$ cat config.mk
export PLATFORM = sky130hd
export DESIGN_NAME = x86_lazy_flags_eval_flat
export DESIGN_NICKNAME = d
export VERILOG_FILES = /design/src/rtl/xlf_pkg.sv /design/src/rtl/xlf_ifs.sv /design/src/rtl/xlf_flag_calc.sv /design/src/rtl/x86_lazy_flags_eval.sv /design/src/flat_wrapper.sv
export SDC_FILE = /design/constraint.sdc
export NUM_CORES = 1
export LEC_CHECK = 0
export BUFFER_PORTS_ARGS = -buffer_cell sky130_fd_sc_hd__buf_2
export CAP_MARGIN = 20
export CORE_MARGIN = 4
export CORE_UTILIZATION = 60
export DETAILED_ROUTE_END_ITERATION = 12
export PLACE_DENSITY = 0.86
export SYNTH_ARGS = -nofsm -noshare
export SYNTH_HDL_FRONTEND = slang
export SYNTH_HIERARCHICAL = 1
export SYNTH_SLANG_ARGS = --single-unit
$ cat constraint.sdc
create_clock -name clk -period 8.8 [get_ports clk]
set_clock_uncertainty 0.05 [all_clocks]
set_input_delay 0.44 -clock clk [delete_from_list [all_inputs] [get_ports clk]]
set_output_delay 0.44 -clock clk [all_outputs]
set_load 0.005 [all_outputs]
$ cat src/rtl/xlf_pkg.sv
`default_nettype none

package xlf_pkg;

  // Operation codes of the recorded instruction.
  typedef enum logic [3:0] {
    OP_ADD = 4'd0,
    OP_ADC = 4'd1,
    OP_SUB = 4'd2,
    OP_SBB = 4'd3,
    OP_NEG = 4'd4,
    OP_INC = 4'd5,
    OP_DEC = 4'd6,
    OP_DAA = 4'd7
  } op_t;

  localparam int unsigned DataWidth = 16;
  localparam int unsigned ByteWidth = 8;

  // Sign bit values and masks at each operand size.
  localparam logic [DataWidth-1:0] SignWord  = 16'h8000;
  localparam logic [DataWidth-1:0] SignByte  = 16'h0080;
  localparam logic [DataWidth-1:0] MaxWord   = 16'h7FFF;
  localparam logic [DataWidth-1:0] MaxByte   = 16'h007F;
  localparam logic [DataWidth-1:0] MaskWord  = 16'hFFFF;
  localparam logic [DataWidth-1:0] MaskByte  = 16'h00FF;
  localparam int unsigned          AuxBit    = 4;
  localparam logic [3:0]           NibbleAll = 4'hF;

  // One recorded operation as it is held in the input register.
  typedef struct packed {
    logic [3:0]           req_type;
    logic                 wide;
    logic [DataWidth-1:0] first_operand;
    logic [DataWidth-1:0] second_operand;
    logic [DataWidth-1:0] op_result;
  } req_t;

  // The six evaluated status flags.
  typedef struct packed {
    logic carry_flag;
    logic parity_flag;
    logic aux_carry_flag;
    logic zero_flag;
    logic sign_flag;
    logic overflow_flag;
  } flags_t;

endpackage

`default_nettype wire

$ cat src/rtl/xlf_ifs.sv
`default_nettype none

// Request channel: one recorded operation per transfer.
interface xlf_req_if;
  logic        valid;
  logic        ready;
  logic [3:0]  req_type;
  logic        wide;
  logic [15:0] first_operand;
  logic [15:0] second_operand;
  logic [15:0] op_result;

  modport source (output valid, output req_type, output wide, output first_operand,
                  output second_operand, output op_result, input ready);
  modport sink   (input valid, input req_type, input wide, input first_operand,
                  input second_operand, input op_result, output ready);
endinterface

// Flags channel: one set of six status flags per transfer.
interface xlf_flags_if;
  logic valid;
  logic ready;
  logic carry_flag;
  logic parity_flag;
  logic aux_carry_flag;
  logic zero_flag;
  logic sign_flag;
  logic overflow_flag;

  modport source (output valid, output carry_flag, output parity_flag,
                  output aux_carry_flag, output zero_flag, output sign_flag,
                  output overflow_flag, input ready);
  modport sink   (input valid, input carry_flag, input parity_flag,
                  input aux_carry_flag, input zero_flag, input sign_flag,
                  input overflow_flag, output ready);
endinterface

`default_nettype wire

$ cat src/rtl/xlf_flag_calc.sv
`default_nettype none

module xlf_flag_calc (
  input  wire xlf_pkg::req_t req_in,
  output xlf_pkg::flags_t    flags
);
  import xlf_pkg::*;

  logic [DataWidth-1:0] mask;
  logic [DataWidth-1:0] sign_val;
  logic [DataWidth-1:0] max_val;
  logic [DataWidth-1:0] a;
  logic [DataWidth-1:0] b;
  logic [DataWidth-1:0] r;
  logic [DataWidth-1:0] add_ovf;
  logic [DataWidth-1:0] sub_ovf;
  logic                 add_of;
  logic                 sub_of;
  logic                 aux_xor;
  logic                 cf;
  logic                 af;
  logic                 of;

  // Cut operands and result to the operand size.
  assign mask     = req_in.wide ? MaskWord : MaskByte;
  assign sign_val = req_in.wide ? SignWord : SignByte;
  assign max_val  = req_in.wide ? MaxWord  : MaxByte;
  assign a        = req_in.first_operand  & mask;
  assign b        = req_in.second_operand & mask;
  assign r        = req_in.op_result      & mask;

  // Shared overflow and auxiliary carry terms for the add and subtract groups.
  assign add_ovf = ~(a ^ b) & (b ^ r);
  assign sub_ovf = (a ^ b) & (a ^ r);
  assign add_of  = req_in.wide ? add_ovf[DataWidth-1] : add_ovf[ByteWidth-1];
  assign sub_of  = req_in.wide ? sub_ovf[DataWidth-1] : sub_ovf[ByteWidth-1];
  assign aux_xor = a[AuxBit] ^ b[AuxBit] ^ r[AuxBit];

  // Per-operation rules for carry, auxiliary carry and overflow.
  always_comb begin
    cf = 1'b0;
    af = 1'b0;
    of = 1'b0;
    case (op_t'(req_in.req_type))
      OP_ADD: begin
        cf = r < a;
        af = aux_xor;
        of = add_of;
      end
      OP_ADC: begin
        cf = r <= a;
        af = aux_xor;
        of = add_of;
      end
      OP_SUB: begin
        cf = a < b;
        af = aux_xor;
        of = sub_of;
      end
      OP_SBB: begin
        cf = (a < r) || (b == mask);
        af = aux_xor;
        of = sub_of;
      end
      OP_NEG: begin
        cf = r != '0;
        af = r[3:0] != 4'h0;
        of = r == sign_val;
      end
      OP_INC: begin
        af = r[3:0] == 4'h0;
        of = r == sign_val;
      end
      OP_DEC: begin
        af = r[3:0] == NibbleAll;
        of = r == max_val;
      end
      OP_DAA: begin
        cf = a != '0;
        af = b != '0;
      end
      default: begin
        cf = 1'b0;
        af = 1'b0;
        of = 1'b0;
      end
    endcase
  end

  // Parity, zero and sign follow the result alone; other flags as above.
  always_comb begin
    flags.carry_flag     = cf;
    flags.parity_flag    = ~^r[ByteWidth-1:0];
    flags.aux_carry_flag = af;
    flags.zero_flag      = r == '0;
    flags.sign_flag      = req_in.wide ? r[DataWidth-1] : r[ByteWidth-1];
    flags.overflow_flag  = of;
  end

endmodule

`default_nettype wire

$ cat src/rtl/x86_lazy_flags_eval.sv
// An accepted request passes through the input register and then the result register to the output.
// Throughput: one request per cycle; the input register and the result register
// form a two-stage pipeline and stall only when the output is not taken.
// The flag logic between the two registers is a single pass of compares and XORs.
// Reset (rst, synchronous, active high) empties both stages; payload is not reset.
`default_nettype none

module x86_lazy_flags_eval (
  input  wire logic   clk,
  input  wire logic   rst,
  xlf_req_if.sink     req,
  xlf_flags_if.source rsp
);
  import xlf_pkg::*;

  req_t   stage_req;
  logic   stage_valid;
  flags_t flags_calc;
  flags_t result;
  logic   result_valid;
  logic   result_free;
  logic   stage_free;

  // A stage may load when it is empty or its content moves on this cycle.
  assign result_free = !result_valid || rsp.ready;
  assign stage_free  = !stage_valid || result_free;
  assign req.ready   = stage_free;

  // Input register.
  always_ff @(posedge clk) begin
    if (rst) begin
      stage_valid <= 1'b0;
    end else if (stage_free) begin
      stage_valid <= req.valid;
    end
  end

  always_ff @(posedge clk) begin
    if (req.valid && stage_free) begin
      stage_req.req_type       <= req.req_type;
      stage_req.wide           <= req.wide;
      stage_req.first_operand  <= req.first_operand;
      stage_req.second_operand <= req.second_operand;
      stage_req.op_result      <= req.op_result;
    end
  end

  // Flag evaluation.
  xlf_flag_calc u_calc (
    .req_in (stage_req),
    .flags  (flags_calc)
  );

  // Result register.
  always_ff @(posedge clk) begin
    if (rst) begin
      result_valid <= 1'b0;
    end else if (result_free) begin
      result_valid <= stage_valid;
    end
  end

  always_ff @(posedge clk) begin
    if (stage_valid && result_free) begin
      result <= flags_calc;
    end
  end

  // Output channel.
  assign rsp.valid          = result_valid;
  assign rsp.carry_flag     = result.carry_flag;
  assign rsp.parity_flag    = result.parity_flag;
  assign rsp.aux_carry_flag = result.aux_carry_flag;
  assign rsp.zero_flag      = result.zero_flag;
  assign rsp.sign_flag      = result.sign_flag;
  assign rsp.overflow_flag  = result.overflow_flag;

endmodule

`default_nettype wire

$ cat src/flat_wrapper.sv
// flat-port wrapper written by rule: the top's interface ports become plain ports
module x86_lazy_flags_eval_flat import xlf_pkg::*;
  (clk, rst, req_valid, req_req_type, req_wide, req_first_operand, req_second_operand, req_op_result, req_ready, rsp_valid, rsp_carry_flag, rsp_parity_flag, rsp_aux_carry_flag, rsp_zero_flag, rsp_sign_flag, rsp_overflow_flag, rsp_ready);
  xlf_req_if req_i ();
  xlf_flags_if rsp_i ();
  input  wire logic clk;
  input  wire logic rst;
  input wire logic [$bits(req_i.valid)-1:0] req_valid;
  input wire logic [$bits(req_i.req_type)-1:0] req_req_type;
  input wire logic [$bits(req_i.wide)-1:0] req_wide;
  input wire logic [$bits(req_i.first_operand)-1:0] req_first_operand;
  input wire logic [$bits(req_i.second_operand)-1:0] req_second_operand;
  input wire logic [$bits(req_i.op_result)-1:0] req_op_result;
  output wire logic [$bits(req_i.ready)-1:0] req_ready;
  output wire logic [$bits(rsp_i.valid)-1:0] rsp_valid;
  output wire logic [$bits(rsp_i.carry_flag)-1:0] rsp_carry_flag;
  output wire logic [$bits(rsp_i.parity_flag)-1:0] rsp_parity_flag;
  output wire logic [$bits(rsp_i.aux_carry_flag)-1:0] rsp_aux_carry_flag;
  output wire logic [$bits(rsp_i.zero_flag)-1:0] rsp_zero_flag;
  output wire logic [$bits(rsp_i.sign_flag)-1:0] rsp_sign_flag;
  output wire logic [$bits(rsp_i.overflow_flag)-1:0] rsp_overflow_flag;
  input wire logic [$bits(rsp_i.ready)-1:0] rsp_ready;
  assign req_i.valid = req_valid;
  assign req_i.req_type = req_req_type;
  assign req_i.wide = req_wide;
  assign req_i.first_operand = req_first_operand;
  assign req_i.second_operand = req_second_operand;
  assign req_i.op_result = req_op_result;
  assign req_ready = req_i.ready;
  assign rsp_valid = rsp_i.valid;
  assign rsp_carry_flag = rsp_i.carry_flag;
  assign rsp_parity_flag = rsp_i.parity_flag;
  assign rsp_aux_carry_flag = rsp_i.aux_carry_flag;
  assign rsp_zero_flag = rsp_i.zero_flag;
  assign rsp_sign_flag = rsp_i.sign_flag;
  assign rsp_overflow_flag = rsp_i.overflow_flag;
  assign rsp_i.ready = rsp_ready;
  x86_lazy_flags_eval u_core (.clk(clk), .rst(rst), .req(req_i), .rsp(rsp_i));
endmodule
## After elaboration in Yosys (flattened, before gate mapping)

Cells that the tools add are included.

| storage, ports and cells | value |
|---|---|
| bits in registers | 61 |
| input port bits | 57 |

| cells by class | value |
|---|---|
| bitwise logic cells | 11 |
| multiplexer cells | 9 |
| reduce and logical (&&, ||, !) cells | 19 |
| equal/unequal tests | 11 |
| order comparisons | 4 |

Operators with widths:

| kind | count |
|---|---|
| $and 16x16->16 | 5 |
| $lt 16x16->1 | 3 |
| $reduce_bool 16->1 | 3 |
| $xor 16x16->16 | 3 |
| $eq 16x16->1 | 2 |
| $mux 16 | 2 |
| $eq 16x15->1 | 1 |
| $eq 4x3->1 const B | 4 |
| $le 16x16->1 | 1 |
| $logic_not 16->1 | 1 |
| $not 16->16 | 1 |
| $mux 15 | 1 |
| $eq 4x2->1 const B | 2 |
| $logic_not 4->1 | 2 |
| $reduce_xnor 8->1 | 1 |
| $pmux 1 s6 | 1 |
| $reduce_or 2->1 | 3 |
| $pmux 1 s5 | 1 |
| $eq 4x1->1 const B | 1 |
| $eq 4x4->1 const B | 1 |
| $pmux 1 s4 | 1 |
| $reduce_bool 4->1 | 1 |
| $reduce_or 4->1 | 1 |
| $logic_or 1x1->1 | 3 |
| other kinds (4) | 9 |

## Depth between registers and ports, before layout

| logic depth | value |
|---|---|
| word-level depth | 7 |
| gate-level depth with buffers | 12 |
| depth with buffers taken out | 9 |

## Modules after synthesis

Netlist, hierarchy kept.

Modules (own cells, without submodules):

| module | instances | cells each | seq. area each (µm²) | area each (µm²) |
|---|---|---|---|---|
| x86_lazy_flags_eval | 1 | 69 | 1,811.7 | 1,875.5 |
| xlf_flag_calc | 1 | 207 | 0.0 | 1,460.2 |

## Least setup slack after synthesis

Ideal clock, no wire load.

| path | value |
|---|---|
| path kind | flip-flop to flip-flop |
| start | reg u_core/stage_req[48] (netlist bit) |
| end | reg u_core.result (netlist bit u_core/rsp.carry_flag) (data pin) |
| required time | 8,499 ps |
| data arrival time | 2,614 ps |
| setup slack | 5,884 ps |
| buffers on the path | 4 |
| stages on the path, launching flop included | 13 |
| cells stage by stage | edfxtp_1 > buf_2 > clkbuf_1 > clkbuf_1 > nand2_1 > ha_1 > and4_1 > o211ai_1 > a211oi_1 > o21ai_0 > a222oi_1 > nand3b_1 > buf_4 |

| on the way | value |
|---|---|
| longest elaborated chain between the ends | 5 |
| elaborated cells on any way between the ends | 13 |
| those cells by class | order compare: 4; eq/ne: 1; mux: 2; bitwise: 3; reduce/logical: 3 |

Ends and longest elaborated chain:

| element | line | source |
|---|---|---|
| start: declaration | x86_lazy_flags_eval.sv:16 | `req_t stage_req;` |
| $mux 16 * | xlf_flag_calc.sv:25 | `assign mask = req_in.wide ? MaskWord : MaskByte;` |
| $and 16x16->16, on equally long branches | xlf_flag_calc.sv:28, xlf_flag_calc.sv:29, xlf_flag_calc.sv:30 |  |
| $lt 16x16->1 or $eq 16x16->1 (tied branches) | xlf_flag_calc.sv:61 | `cf = (a < r) \|\| (b == mask);` |
| $logic_or 1x1->1 | xlf_flag_calc.sv:61 |  |
| $pmux 1 s6 * | xlf_flag_calc.sv:44 | `case (op_t'(req_in.req_type))` |
| named net u_core.u_calc.cf | xlf_flag_calc.sv:20 | `logic cf;` |
| end signal: assignment | x86_lazy_flags_eval.sv:65 | `result <= flags_calc;` |
| end: declaration | x86_lazy_flags_eval.sv:19 | `flags_t result;` |

Mark *: on every way through the listed nets, which the timed path passes. The rest lies on a longest branch.
A chain may end at the register's enable or synchronous reset.

==> reports/qor.csv <==
metric,value,unit
outcome,"complete, no violations",
start_util,63.69,%
finalSetupViolCount,0,
slew-limit-headroom,35.00,%
min_path_cells,1,
cp-end-kind,register,
seq_area_frac_synth,54.31,%
slew_violations,0,
dr_total_vias,2380,
cts_buffers,9,
drtPass1Iterations,4,
holdWs,0.2187,ns
cts.sinks,61,
grt-ovfl-total,0,
synth_area_leaders,"edfxtp_1 53%, ha_1 13%, inv_1 2.5%",
startpoint_type,register,
drc_errors,0,
period_share,36.33,%
crit_fanout,37,
die_area,6816,sq um
ir_worst_vdd,0.0001330,V
cts_resized,0,
totalWireLength,6.662,mm
fmax,312.8,MHz
cts_setup_buffers,0,
dpl.cell_count,403,
hold_viol,0,
pre_cts_ws,5.700,ns
die-width,82.56,um
r2r_cells,8,
ys_warn_count,6,
critical_path_required,8.82,ns
synth-main-ff-cell,edfxtp_1,
row_count,26,
fin_ws,5.603,ns
synth.distinct_cells,54,
min_period,3.197,ns
power,0.6739,mW
area_delta_synth_final,16.54,%
p_per_area,173.4,nW/um^2
synthCells,276,
cts_buffer_depth,2,
n_antenna_cell,0,
drt_iter0_drc,157,
dieHeight,82.56,um
stdcell_count,419,
avgSynthCellArea,12.09,sq um
via_per_inst,5.680,
root_buffer,clkbuf_8,
yosysTopAreaCell,edfxtp_1,
cts_tree,built,
netlist_area,3336,sq um
synth-seq-cells,61,
hpwl,5.048,mm
gp_congestion,0.8950,
path_class,reg2reg,
async_flop_share,0,%
synth_nets,368,
rsz0062_at_grt,false,
antenna_found_initial,0,
layout-drive-gt1-share,25.79,%
clkLatencyLatePin,0.34,ns
hold_buffers,0,
ant_nets,0,
grt_pass1_vias,2350,
path_clk_slew,0.08,ns
fin_setup_tns,0,ns
synth-edff-count,59,
fin_nets,436,
hold_class,in2reg,
synth_top_area_share,53.11,%
worst_pin_slew,0.9750,ns
p_leak,1.607,nW
htree_levels,3,
wl_per_cell,15.90,um
ios,65,
cp.arrival,3.22,ns
core_area,5238,sq um
grt_max_degree,54,
numPortBuffers,64,
grt_pass1_wl,10.74,mm
grt_util_all_layers,21.39,%
maxCapViolCount,0,
[routing by layer]
metal / wire (um) / vias up / GRT usage, % / share of wire (%)
li1: - / 1193 / - / -
met5: 0 / - / 0 / 0
met4: 72 / 0 / 8.660 / 1.1
met1: 2881 / 1103 / 27.71 / 43
met2: 3219 / 78 / 33.57 / 48
met3: 488 / 6 / 6.508 / 7.3
[power breakdown]
group	internal, mW	leakage [nW]	total [mW]	switching, mW
combinational	0.0394	0.927	0.0794	0.0400
clock	0.129	0.0903	0.238	0.109
sequential	0.340	0.590	0.357	0.0171
[critical path, stage by stage, from the launching register on]
cell and delay, ns:
edfxtp_1 0.99, nand2_1 0.30, ha_1 0.42, and4_1 0.24, and3_2 0.22, nand3_1 0.10
o21ai_0 0.10, a222oi_1 0.37, nand3b_1 0.13
[cells in the final DEF (no fill, tap or decap), types with 2 or more instances in the layout]
| master | count |
|---|---|
| o221ai_1 | 2 |
| nor3_1 | 5 |
| or4_1 | 2 |
| clkinvlp_4 | 2 |
| a21o_1 | 2 |
| and3_2 | 2 |
| xnor2_1 | 9 |
| nand4_1 | 9 |
| edfxtp_1 | 59 |
| o21ai_0 | 12 |
| xor2_1 | 3 |
| nor2b_1 | 4 |
| clkbuf_8 | 9 |
| a211oi_1 | 2 |
| clkinv_1 | 2 |
| buf_2 | 64 |
| o211ai_1 | 2 |
| nand2b_1 | 3 |
| o31ai_1 | 2 |
| nand3_1 | 8 |
| a21oi_1 | 11 |
| and2_1 | 6 |
| dfxtp_1 | 2 |
| nor4_1 | 10 |
| nand3b_1 | 3 |
| nor2_1 | 5 |
| nand2_1 | 22 |
| ha_1 | 35 |
| inv_1 | 22 |
| and4_1 | 2 |
| o21ai_1 | 2 |
[cells in the mapped netlist (2+ instances only)]
| cell type | instances |
|---|---|
| inv_1 | 22 |
| nor2_1 | 5 |
| xor2_1 | 3 |
| o31ai_1 | 2 |
| o21ai_1 | 2 |
| nor4_1 | 10 |
| nor2b_1 | 4 |
| o21ai_0 | 12 |
| o221ai_1 | 2 |
| buf_4 | 3 |
| nand3_1 | 8 |
| xnor2_1 | 9 |
| o211ai_1 | 2 |
| and2_1 | 6 |
| nand3b_1 | 3 |
| nand2b_1 | 3 |
| nand2_1 | 22 |
| ha_1 | 35 |
| a21o_1 | 2 |
| nor3_1 | 5 |
| a211oi_1 | 2 |
| a21oi_1 | 11 |
| and4_1 | 2 |
| clkbuf_1 | 2 |
| dfxtp_1 | 2 |
| and3_2 | 2 |
| edfxtp_1 | 59 |
| nand4_1 | 9 |
| or4_1 | 2 |
[area by class of cell]
class	count	area (sq um)
fillers	351	1350
clock buffers	9	123.9
flip-flops and latches	61	1812
repair buffers	64	320.3
multi-input cells	186	1395
inverters	22	82.58
well taps	70	87.58
clock inverters	7	66.31
[flip-flops by register name, summed over array words and instances, names as in the netlist]
register	cells
u_core/rsp.overflow_flag	1
u_core/rsp.parity_flag	1
u_core/rsp.sign_flag	1
u_core/rsp.aux_carry_flag	1
u_core/rsp.carry_flag	1
u_core/stage_req	53
u_core/stage_valid	1
u_core/rsp.valid	1
u_core/rsp.zero_flag	1
[cells by family after synthesis]
group,synth area share (%)
AOI/OAI and AO/OA,9.640
xor gates and xnor gates,3.151
adders and majority gates,13.13
buffers and inverters,3.863
DFF,54.31
and+or+nand+nor,15.90
[path summary, 6_finish.rpt]
path | start | endpoint | slack, ns
worst max-delay path | u_core/stage_req[48] | u_core/rsp.carry_flag | 5.60
worst min-delay path | req_op_result[12] | u_core/stage_req[12] | 0.22
worst min register to register | u_core/stage_valid | u_core/rsp.valid | 0.46
worst max register to register | u_core/stage_req[48] | u_core/rsp.carry_flag | 5.60
[metrics by stage]
step | utilization, % | area, sq um
after global routing | 74.22 | 3887
after CTS | 74.22 | 3887
after detailed placement | 70.59 | 3697
final | 74.22 | 3887
after global placement | 70.59 | 3697
after floorplan | - | 3336
No activity file was read; power rests on OpenSTA's default activity.
